File: src/sv/sc1d_pkg.sv
// Shared constants, types and the extended-key table for the set 1 scan code decoder.
`timescale 1ns / 1ps

package sc1d_pkg;

  localparam int unsigned StateW = 3;
  localparam int unsigned ByteW  = 8;
  localparam int unsigned CodeW  = 7;

  localparam logic [StateW-1:0] ST_IDLE  = 3'd0;
  localparam logic [StateW-1:0] ST_E0    = 3'd1;
  localparam logic [StateW-1:0] ST_E1    = 3'd2;
  localparam logic [StateW-1:0] ST_E1_1D = 3'd3;
  localparam logic [StateW-1:0] ST_E1_9D = 3'd4;

  localparam logic [ByteW-1:0] BYTE_E0         = 8'hE0;
  localparam logic [ByteW-1:0] BYTE_E1         = 8'hE1;
  localparam logic [ByteW-1:0] PLAIN_MAX       = 8'hD8;
  localparam logic [ByteW-1:0] FAKE_LS_MAKE    = 8'h2A;
  localparam logic [ByteW-1:0] FAKE_LS_BREAK   = 8'hAA;
  localparam logic [ByteW-1:0] FAKE_RS_MAKE    = 8'h36;
  localparam logic [ByteW-1:0] FAKE_RS_BREAK   = 8'hB6;
  localparam logic [ByteW-1:0] PAUSE_MID_MAKE  = 8'h1D;
  localparam logic [ByteW-1:0] PAUSE_MID_BREAK = 8'h9D;
  localparam logic [ByteW-1:0] PAUSE_END_MAKE  = 8'h45;
  localparam logic [ByteW-1:0] PAUSE_END_BREAK = 8'hC5;
  localparam logic [CodeW-1:0] CODE_PAUSE      = 7'h48;
  localparam logic [CodeW-1:0] CODE_NONE       = 7'h00;

  typedef struct packed {
    logic              emit;
    logic [CodeW-1:0]  key_code;
    logic              is_press;
    logic [StateW-1:0] state_nxt;
  } sc1d_dec_t;

  // Extended-key map, indexed by the E0-prefixed byte with bit 7 cleared.
  // A result of CODE_NONE means the byte has no mapping.
  function automatic logic [CodeW-1:0] ext_map(input logic [CodeW-1:0] idx);
    logic [CodeW-1:0] res;
    res = CODE_NONE;
    case (idx)
      7'h1C: res = 7'h6F;
      7'h1D: res = 7'h7A;
      7'h35: res = 7'h7F;
      7'h37: res = 7'h54;
      7'h38: res = 7'h7C;
      7'h45: res = 7'h48;
      7'h46: res = 7'h48;
      7'h47: res = 7'h74;
      7'h48: res = 7'h60;
      7'h49: res = 7'h77;
      7'h4B: res = 7'h61;
      7'h4D: res = 7'h63;
      7'h4F: res = 7'h75;
      7'h50: res = 7'h62;
      7'h51: res = 7'h78;
      7'h52: res = 7'h71;
      7'h53: res = 7'h72;
      7'h5B: res = 7'h5A;
      7'h5C: res = 7'h5B;
      7'h5D: res = 7'h5C;
      7'h5E: res = 7'h70;
      7'h5F: res = 7'h79;
      7'h63: res = 7'h7B;
      default: res = CODE_NONE;
    endcase
    return res;
  endfunction

endpackage

File: src/sv/sc1d_decode.sv
// Combinational decode of one scan byte against the current prefix state.
`timescale 1ns / 1ps

module sc1d_decode (
  input  logic [sc1d_pkg::StateW-1:0] state,
  input  logic [sc1d_pkg::ByteW-1:0]  scan_byte,
  output sc1d_pkg::sc1d_dec_t         dec
);
  import sc1d_pkg::*;

  logic [CodeW-1:0] ext_code;

  assign ext_code = ext_map(scan_byte[CodeW-1:0]);

  always_comb begin
    dec           = '0;
    dec.state_nxt = ST_IDLE;
    dec.key_code  = CODE_NONE;
    unique case (state)
      ST_IDLE: begin
        if (scan_byte == BYTE_E0) begin
          dec.state_nxt = ST_E0;
        end else if (scan_byte == BYTE_E1) begin
          dec.state_nxt = ST_E1;
        end else if (scan_byte <= PLAIN_MAX) begin
          dec.emit     = 1'b1;
          dec.key_code = scan_byte[CodeW-1:0];
          dec.is_press = ~scan_byte[ByteW-1];
        end
      end
      ST_E0: begin
        // Fake shifts around extended keys are discarded.
        if (scan_byte != FAKE_LS_MAKE && scan_byte != FAKE_LS_BREAK &&
            scan_byte != FAKE_RS_MAKE && scan_byte != FAKE_RS_BREAK &&
            ext_code != CODE_NONE) begin
          dec.emit     = 1'b1;
          dec.key_code = ext_code;
          dec.is_press = ~scan_byte[ByteW-1];
        end
      end
      ST_E1: begin
        if (scan_byte == PAUSE_MID_MAKE) begin
          dec.state_nxt = ST_E1_1D;
        end else if (scan_byte == PAUSE_MID_BREAK) begin
          dec.state_nxt = ST_E1_9D;
        end
      end
      ST_E1_1D: begin
        if (scan_byte == PAUSE_END_MAKE) begin
          dec.emit     = 1'b1;
          dec.key_code = CODE_PAUSE;
          dec.is_press = 1'b1;
        end
      end
      ST_E1_9D: begin
        if (scan_byte == PAUSE_END_BREAK) begin
          dec.emit     = 1'b1;
          dec.key_code = CODE_PAUSE;
          dec.is_press = 1'b0;
        end
      end
      default: begin
        dec.state_nxt = ST_IDLE;
      end
    endcase
  end

endmodule

File: src/sv/scancode_set1_decoder.sv
// Top level of the scan code set 1 decoder: input stage, prefix state and result register.
`timescale 1ns / 1ps
// Path: a byte accepted into stage one is decoded there against the prefix state, and its key event
// is registered into the result register that drives the out_ ports once stage one can advance.
// Throughput: one input beat per cycle; the only limit is the result side holding out_stall.
// Bytes that yield no event (prefixes, fake shifts, unmapped codes) are consumed silently.
// Reset (rst_n low, synchronous) empties both stages and returns the prefix state to idle.

module scancode_set1_decoder (
  input  logic                        clk,
  input  logic                        rst_n,
  input  logic                        in_valid,
  output logic                        in_stall,
  input  logic [sc1d_pkg::ByteW-1:0]  in_scan_byte,
  output logic                        out_valid,
  input  logic                        out_stall,
  output logic [sc1d_pkg::CodeW-1:0]  out_key_code,
  output logic                        out_is_press
);
  import sc1d_pkg::*;

  // Stage one holds the accepted byte. Stage two holds a finished key event.
  logic              s1_valid_r;
  logic              s1_valid_nxt;
  logic [ByteW-1:0]  s1_byte_r;
  logic [StateW-1:0] state_r;
  logic [StateW-1:0] state_nxt;
  logic              out_valid_r;
  logic              out_valid_nxt;
  logic [CodeW-1:0]  out_key_code_r;
  logic              out_is_press_r;
  logic              advance;
  logic              in_accept;
  sc1d_dec_t         dec;

  sc1d_decode u_decode (
    .state     (state_r),
    .scan_byte (s1_byte_r),
    .dec       (dec)
  );

  // The result register may be refilled whenever it is empty or its beat is
  // being taken this cycle; stage one moves forward on the same condition.
  assign advance   = ~out_valid_r | ~out_stall;
  assign in_stall  = s1_valid_r & ~advance;
  assign in_accept = in_valid & ~in_stall;

  always_comb begin
    // Stage one fills on any input beat, including one taken while the
    // result side is stalled and stage one was empty. Otherwise it keeps
    // its byte only while that byte cannot move on.
    s1_valid_nxt  = in_accept | (s1_valid_r & ~advance);
    state_nxt     = state_r;
    out_valid_nxt = out_valid_r;
    if (advance) begin
      // A held byte is decoded exactly once, as it leaves stage one.
      out_valid_nxt = s1_valid_r & dec.emit;
      if (s1_valid_r) begin
        state_nxt = dec.state_nxt;
      end
    end
  end

  always_ff @(posedge clk) begin
    if (!rst_n) begin
      s1_valid_r  <= 1'b0;
      state_r     <= ST_IDLE;
      out_valid_r <= 1'b0;
    end else begin
      s1_valid_r  <= s1_valid_nxt;
      state_r     <= state_nxt;
      out_valid_r <= out_valid_nxt;
    end
  end

  // Payload registers carry no reset; they load only on a moving beat.
  always_ff @(posedge clk) begin
    if (in_accept) begin
      s1_byte_r <= in_scan_byte;
    end
    if (advance && s1_valid_r && dec.emit) begin
      out_key_code_r <= dec.key_code;
      out_is_press_r <= dec.is_press;
    end
  end

  assign out_valid    = out_valid_r;
  assign out_key_code = out_key_code_r;
  assign out_is_press = out_is_press_r;

endmodule
File: config.mk
export PLATFORM = sky130hd
export DESIGN_NAME = scancode_set1_decoder
export DESIGN_NICKNAME = d
export VERILOG_FILES = /design/src/sv/sc1d_pkg.sv /design/src/sv/sc1d_decode.sv /design/src/sv/scancode_set1_decoder.sv
export SDC_FILE = /design/constraint.sdc
export NUM_CORES = 1
export LEC_CHECK = 0
export BUFFER_PORTS_ARGS = -buffer_cell sky130_fd_sc_hd__buf_2
export CELL_PAD_IN_SITES_DETAIL_PLACEMENT = 0
export CELL_PAD_IN_SITES_GLOBAL_PLACEMENT = 2
export CORE_MARGIN = 2
export CORE_UTILIZATION = 32
export CTS_CLUSTER_DIAMETER = 150
export DETAILED_ROUTE_END_ITERATION = 7
export MAX_ROUTING_LAYER = met4
export PLACE_DENSITY = 0.76
export SLEW_MARGIN = 20
export SYNTH_ARGS = -nofsm -noshare
export SYNTH_HDL_FRONTEND = slang
export SYNTH_HIERARCHICAL = 1
export SYNTH_SLANG_ARGS = --single-unit
File: constraint.sdc
create_clock -name clk -period 2.55 [get_ports clk]
set_input_delay 0.255 -clock clk [delete_from_list [all_inputs] [get_ports clk]]
set_output_delay 0.255 -clock clk [all_outputs]
set_load 0.01 [all_outputs]
==> out/metrics.yaml, run 1 <==
fin_setup_tns_ns: 0
cts_num_sinks: 21
syn2layout_area_growth_pct: 21.3
synthesis.area_um2: 1600
crit_buf_inv: 2
p_per_area_nw_per_um2: 400
synth_top_area_share_pct: 30.0
yosysMostFrequentCell: "nand2_1"
hpwl_um: 3160
holdWs_ns: 0.172
power_leakage_nw: 0.730
finalHoldViolations: 0
synth.avg_cell_area_um2: 9.27
cts_tree: "yes"
synthesis.nets: 185
htree_levels: 1
fp.coreArea_um2: 4790
synth_ff_type: "edfxtp_1"
gp_congestion: 0.950
path_cells: "buf_4, or4b_1, a21oi_1, o31a_1, o31ai_2, nand2_1, nand2_1, a21oi_1, buf_4"
num-fill-cells: 477
critical-path-top-delay-family: "simple AND/OR/NAND/NOR gates"
grt_usage_pct: 15.9
drt_iter0_markers: 64
hold_path_class: "input pin to register"
clkTransAtPathRegs_ns: 0.07
numCtsBuffers: 3
grt_setup_unrepaired: "no"
synth-async-reset-ratio_pct: 0
cap_violations: 0
fin_skew_ns: 0.00510
crit_type: "register to register"
synth_edf_count: 16
critPathMaxStageDelay_ns: 0.49
final_antenna_net_count: 0
yosys-top-cells-area: "edfxtp_1 30%, dfxtp_1 6.2%, nand2_1 4.7%"
min_period_ns: 2.39
ys_ff_latch: 21
synth_cells: 173
min_period_over_period_pct: 93.7
cp-end-kind: "register"
grt_pass1_vias: 1377
critical_path_arrival_ns: 2.35
routed_wirelength_um: 3970
initial_core_util_pct: 33.5
grt_pass1_wl_um: 6510
crit_fanout: 8
place_ws_ns: 0.126
die_x_um: 74.8
clockRootBuffer: "clkbuf_8"
finalWorstSetupSlack_ns: 0.160
synth_area_leader_cell: "edfxtp_1"
final_nets: 221
cpMaxStageDelayCell: "or4b_1"
std_cell_rows: 25
num_io_pins: 22
drc: 0
wl_per_cell_um: 14.4
clk_latency_ns: 0.25
slew_headroom_pct: 50.9
yosysSeqAreaShare_pct: 36.2
slew_violations: 0
start_kind: "register"
io_buffers: 21
drive_gt1_share_pct: 27.9
clockBufferDepth: 2
max_freq_mhz: 418
synth_common_cells: "20 x nand2_1, 16 x edfxtp_1, 11 x nand2b_1, 10 x nor2_1, 8 x buf_2"
antenna_found_initial: 0
via_count: 1479
yosys_warnings: 6
irDropWorstVdd_mv: 0.423
cp.required_ns: 2.51
antennaDiodeCount: 0
die_h_um: 74.8
drtPass1Iterations: 4
vias_per_cell: 5.38
die-area_um2: 5600
grt_max_degree: 18
yosys.cell_types.count: 58
ctsHoldBuffers: 0
status: "finished, final reports clean"
grt_overflow_total: 0
worst_pin_slew_ns: 0.735
final-setup-viol-count: 0
## layout make-up
cell class / count / area (µm²) / share of cell area, %
Timing Repair Buffer: 46 / 293 / 15.0
Sequential cell: 21 / 581 / 29.8
Inverter: 2 / 7.51 / 0.386
Clock buffer: 4 / 45.0 / 2.32
Multi-Input combinational cell: 135 / 936 / 48.1
Tap cell: 67 / 83.8 / 4.31
## placed cells by master (no fill, tap or decap), types with 2 or more instances in the layout
master,netlist,routed
nand3_1,7,7
and3_1,3,3
nor2b_1,5,5
mux2i_1,5,5
nand3b_1,5,5
clkbuf_8,0,3
nor4_1,2,2
nor4b_1,2,2
buf_2,8,21
nand4b_1,2,2
o22ai_1,4,4
nand2_1,20,20
buf_4,3,25
nor4bb_1,2,2
a31oi_1,2,2
dfxtp_1,5,5
xor2_1,2,2
inv_1,2,2
edfxtp_1,16,16
nor2_1,10,10
or3_1,2,2
a21oi_1,6,6
nand2b_1,11,11
nor3_1,6,6
a22o_1,4,4
o211ai_1,3,3
a211oi_1,2,2
## registers in the layout, indices dropped and copies added (netlist names)
name,flops
out_is_press,1
out_key_code,7
out_valid,1
s1_byte_r,8
s1_valid_r,1
state_r,3
## power by group
part           leakage, nW  internal [mW]  total, mW  switching, mW
registers            0.194          0.388      0.405         0.0179
logic                0.513         0.0783      0.165         0.0867
clock network       0.0228          0.111      0.207         0.0964
## repair_timing
action,4_1_cts,5_1_grt
gates resized for setup,0,1
setup endpoints to repair,0,8
buffers inserted,0,6
## final timing paths
path,cells past startpoint,start,endpoint,slack (ns)
worst max-delay path,9,s1_byte_r[3],out_key_code[0],0.16
worst min-delay path,1,in_scan_byte[2],s1_byte_r[2],0.17
worst max register to register,9,s1_byte_r[3],out_key_code[0],0.16
worst min register to register,2,out_valid,out_valid,0.51
## worst register-to-register path, cell delays in order (launching register included)
cell and delay (ns):
edfxtp_1 0.46, buf_4 0.17, or4b_1 0.49, a21oi_1 0.22
o31a_1 0.19, o31ai_2 0.09, nand2_1 0.10, nand2_1 0.07
a21oi_1 0.13, buf_4 0.18
## per-layer routing
layer	track usage, %	wire, µm
met5	-	0
met4	4.37	87
met3	3.48	190
met2	25.4	1890
met1	20.4	1800
## metrics by stage
| stage | total power, mW | instance area, µm² | utilization (%) | std cells |
|---|---|---|---|---|
| 6_report | 0.778 | 1950 | 40.7 | 275 |
| 5_1_grt | 0.819 | 1950 | 40.7 | 275 |
| 4_1_cts | 0.779 | 1900 | 39.6 | 269 |
| 3_5_place_dp | 0.570 | 1850 | 38.7 | 265 |
| 3_3_place_gp | 0.571 | 1850 | 38.7 | 265 |
| 2_1_floorplan | 0.514 | 1600 | - | 173 |
## cells by family (layout without fill, tap and decap cells)
group / count (synthesis) / in the layout / share of synthesized area, %
compound gates: 44 / 44 / 24.0
simple gates: 84 / 84 / 29.8
flops: 21 / 21 / 36.2
mux: 5 / 5 / 3.12
xor+xnor: 2 / 2 / 1.09
buf+inv: 17 / 52 / 5.77
Power figures use the tool's default switching activity.
==> run 2: changes to the inputs <==
- CTS_BUF_LIST: not set -> sky130_fd_sc_hd__clkbuf_16
- GPL_ROUTABILITY_DRIVEN: not set -> 0
- PLACE_DENSITY: 0.76 -> 0.79
==> out/metrics.yaml, run 2 (same netlist as run 1, synthesis figures left out) <==
drive_gt1_share_pct: 24.5
critPathCapture: "out_key_code[3]"
whs_path_depth: 1
cp.required_ns: 2.51
slew_violations: 0
min_period_over_period_pct: 93.2
worst_pin_slew_ns: 0.700
clockRootBuffer: "clkbuf_16"
wl_per_cell_um: 15.3
num_io_pins: 22
r2r-start: "s1_byte_r[4]"
max_freq_mhz: 421
die-area_um2: 5600
final_antenna_net_count: 0
final_core_util_pct: 40.0
drc: 0
stdcell_area_um2: 1910
holdWs_ns: 0.181
crit_fanout: 13
hpwl_um: 3120
antenna_found_initial: 0
grt_pass1_vias: 1414
num-fill-cells: 478
grt_overflow_total: 0
grt_max_degree: 17
postPlaceCellArea_um2: 1840
grt_setup_unrepaired: "no"
routed_wirelength_um: 4100
crit_type: "register to register"
vias_per_cell: 5.60
layout_commonest_cell: "buf_2"
via_count: 1496
hold_path_class: "input pin to register"
clk_latency_ns: 0.25
std_cell_rows: 25
die_h_um: 74.8
power_leakage_nw: 0.716
finalHoldViolations: 0
min_period_ns: 2.38
multiInputGateArea_um2: 931
r2r_end: "out_key_code[3]"
power_mw: 0.877
largest_register: "s1_byte_r"
cts_num_sinks: 21
antennaDiodeCount: 0
start_kind: "register"
cap_violations: 0
gr-usage-met2_pct: 25.6
crit_path_start: "s1_byte_r[4]"
die_x_um: 74.8
grt_use_met3_pct: 4.02
final_nets: 213
grt_pass1_wl_um: 6780
clockBufferDepth: 2
cp-end-kind: "register"
p_per_area_nw_per_um2: 458
numCtsBuffers: 3
cts_resized: 0
mostFrequentLayoutCells: "21 x buf_2, 20 x nand2_1, 17 x buf_4, 16 x edfxtp_1, 11 x nand2b_1"
final-seq-area_um2: 581
io_buffers: 21
initial_core_util_pct: 33.5
slew_headroom_pct: 53.2
rrSetupSlack_ns: 0.17
cts_tree: "yes"
fin_skew_ns: 0.00151
status: "finished, final reports clean"
largest_reg_flops: 8
top_usage_layer: "met2"
r2r_cells: 8
htree_levels: 1
fp.coreArea_um2: 4790
cts_setup_buffers: 0
ctsHoldBuffers: 0
critical_path_arrival_ns: 2.34
fin_setup_tns_ns: 0
grt_usage_pct: 16.4
drt_iter0_markers: 97
final-setup-viol-count: 0
drtPass1Iterations: 4
clkTransAtPathRegs_ns: 0.05
use_met1_pct: 20.5
irDropWorstVdd_mv: 0.450
syn2layout_area_growth_pct: 19.3
run 2: critical path: stages (launching register included):
cell and delay [ns]:
edfxtp_1 0.57, or4b_1 0.58, a21oi_1 0.21, o31a_1 0.17, o31ai_1 0.11, nand2_1 0.09, nand2_1 0.06, a21oi_1 0.12
buf_4 0.18
run 2: worst min path at each step:
| stage | start | end |
|---|---|---|
| 3_5_place_dp | in_scan_byte[3] | s1_byte_r[3] |
| 2_1_floorplan | in_scan_byte[0] | s1_byte_r[0] |
| 6_report | in_scan_byte[6] | s1_byte_r[6] |
| 5_1_grt | in_scan_byte[2] | s1_byte_r[2] |
| 3_3_place_gp | in_scan_byte[6] | s1_byte_r[6] |
| 4_1_cts | in_scan_byte[3] | s1_byte_r[3] |
run 2: where the power goes:
group          leakage [nW]  total, mW  internal, mW  switching, mW
combinational         0.480      0.152        0.0701         0.0821
sequential            0.194      0.411         0.388         0.0227
clock                0.0423      0.314         0.208          0.105
total                 0.716      0.877         0.666          0.210
run 2: cell type report:
cell class / count / area share [%]
multi-input cells: 135 / 48.6
flip-flops and latches: 21 / 30.3
repair buffers: 38 / 12.2
well taps: 67 / 4.38
clock buffers: 3 / 3.92
inverters: 2 / 0.392
clock inverters: 1 / 0.196
run 2: through the flow:
stage	worst slack [ns]	std cells
global route	0.0363	267
global placement	0.213	263
detailed placement	0.200	263
finish	0.172	267
CTS	0.188	267
floorplan	0.136	173
run 2: routing by layer:
metal / part of all wire [%] / vias up
li1: - / 717
met1: 44 / 704
met2: 46 / 61
met3: 5.5 / 14
met4: 3.9 / 0
met5: 0 / -
==> run 3: changes to the inputs <==
- CELL_PAD_IN_SITES_DETAIL_PLACEMENT: 0 -> 1
==> out/metrics.yaml, run 3 (same netlist as run 1, synthesis figures left out) <==
status: "finished, final reports clean"
clk_latency_ns: 0.25
routed_wirelength_um: 4550
hpwl_um: 3520
start_kind: "register"
wl_per_cell_um: 17.0
grt_usage_pct: 17.2
vias_per_cell: 5.46
power_leakage_nw: 0.711
syn2layout_area_growth_pct: 19.7
crit_fanout: 13
r2r_cells: 8
std_cell_rows: 25
htree_levels: 1
min_period_over_period_pct: 94.2
crit_type: "register to register"
antennaDiodeCount: 0
rrSetupSlack_ns: 0.15
irDropWorstVdd_mv: 0.406
cp.required_ns: 2.51
finalHoldViolations: 0
num_io_pins: 22
fp.coreArea_um2: 4790
antenna_found_initial: 0
initial_core_util_pct: 33.5
critical_path_arrival_ns: 2.36
grt_setup_unrepaired: "no"
fin_setup_tns_ns: 0
grt_pass1_wl_um: 7130
final_nets: 213
io_buffers: 21
fin_skew_ns: 0.000824
layout_commonest_cell: "buf_2"
drc: 0
cp-end-kind: "register"
drt_iter0_markers: 114
drtPass1Iterations: 4
cts_setup_buffers: 0
p_per_area_nw_per_um2: 461
clkTransAtPathRegs_ns: 0.05
whs_path_depth: 1
ctsHoldBuffers: 0
mostFrequentLayoutCells: "21 x buf_2, 20 x nand2_1, 17 x buf_4, 16 x edfxtp_1, 11 x nand2b_1"
hold_path_class: "input pin to register"
drive_gt1_share_pct: 25.0
clockBufferDepth: 2
slew_violations: 0
min_to: "s1_byte_r[2]"
die_h_um: 74.8
clockRootBuffer: "clkbuf_16"
final_antenna_net_count: 0
die_x_um: 74.8
min_period_ns: 2.40
cap_violations: 0
hp-start: "in_scan_byte[2]"
holdWs_ns: 0.180
cts_num_sinks: 21
max_freq_mhz: 416
final-setup-viol-count: 0
via_count: 1459
cts_tree: "yes"
grt_overflow_total: 0
r2r_end: "out_key_code[6]"
grt_max_degree: 17
slew_headroom_pct: 54.6
power_mw: 0.884
r2r-start: "s1_byte_r[4]"
largest_reg_flops: 8
grt_pass1_vias: 1483
die-area_um2: 5600
worst_pin_slew_ns: 0.680
largest_register: "s1_byte_r"
numCtsBuffers: 3
[run 3: critical path, cell delays in order (launching register included)]
cell      delay [ns]
edfxtp_1        0.57
or4b_1          0.57
a21oi_1         0.22
o31a_1          0.21
o31ai_2         0.10
nand2_1         0.09
nand2_1         0.06
a21oi_1         0.11
buf_4           0.18
[run 3: through the flow]
stage / setup WS (ns) / cell area, µm² / utilization, % / std cells
floorplan: 0.136 / 1600 / - / 173
global placement: 0.213 / 1840 / 38.4 / 263
detailed placement: 0.130 / 1840 / 38.4 / 263
CTS: 0.111 / 1910 / 40.0 / 267
global route: 0.0208 / 1920 / 40.1 / 267
finish: 0.147 / 1920 / 40.1 / 267
[run 3: per-layer routing]
metal / wire, µm / GRT usage, %
met3: 133 / 3.21
met4: 0 / 1.19
met2: 2320 / 30.5
met1: 2090 / 21.4
met5: 0 / -
[run 3: what timing repair did]
| action | in CTS | in global routing |
|---|---|---|
| endpoints found under the setup margin | 0 | 8 |
| gates resized for setup | 0 | 1 |
| endpoints found under the hold margin | 0 | 0 |
[run 3: worst max path at each step]
stage                     slack, ns              end  cells past startpoint    startpoint
after detailed placement       0.13  out_key_code[2]                      9  s1_byte_r[2]
after global routing           0.02     out_is_press                      8  s1_byte_r[4]
after CTS                      0.11  out_key_code[2]                      9  s1_byte_r[2]
after floorplan                0.14     out_is_press                      8  s1_byte_r[2]
final                          0.15  out_key_code[6]                      8  s1_byte_r[4]
after global placement         0.21  out_key_code[5]                      8  s1_byte_r[6]
[run 3: layout make-up]
| class | count | area, µm² |
|---|---|---|
| timing repair buffer | 38 | 233 |
| inverter | 2 | 7.51 |
| clock inverter | 1 | 3.75 |
| fill | 554 | 2870 |
| sequential | 21 | 581 |
| tap | 67 | 83.8 |
| multi-input combinational | 135 | 936 |
| clock buffer | 3 | 75.1 |
[run 3: power by group]
group          internal, mW  switching, mW
logic                0.0701         0.0848
clock network         0.208          0.110
registers             0.388         0.0229
total                 0.667          0.218
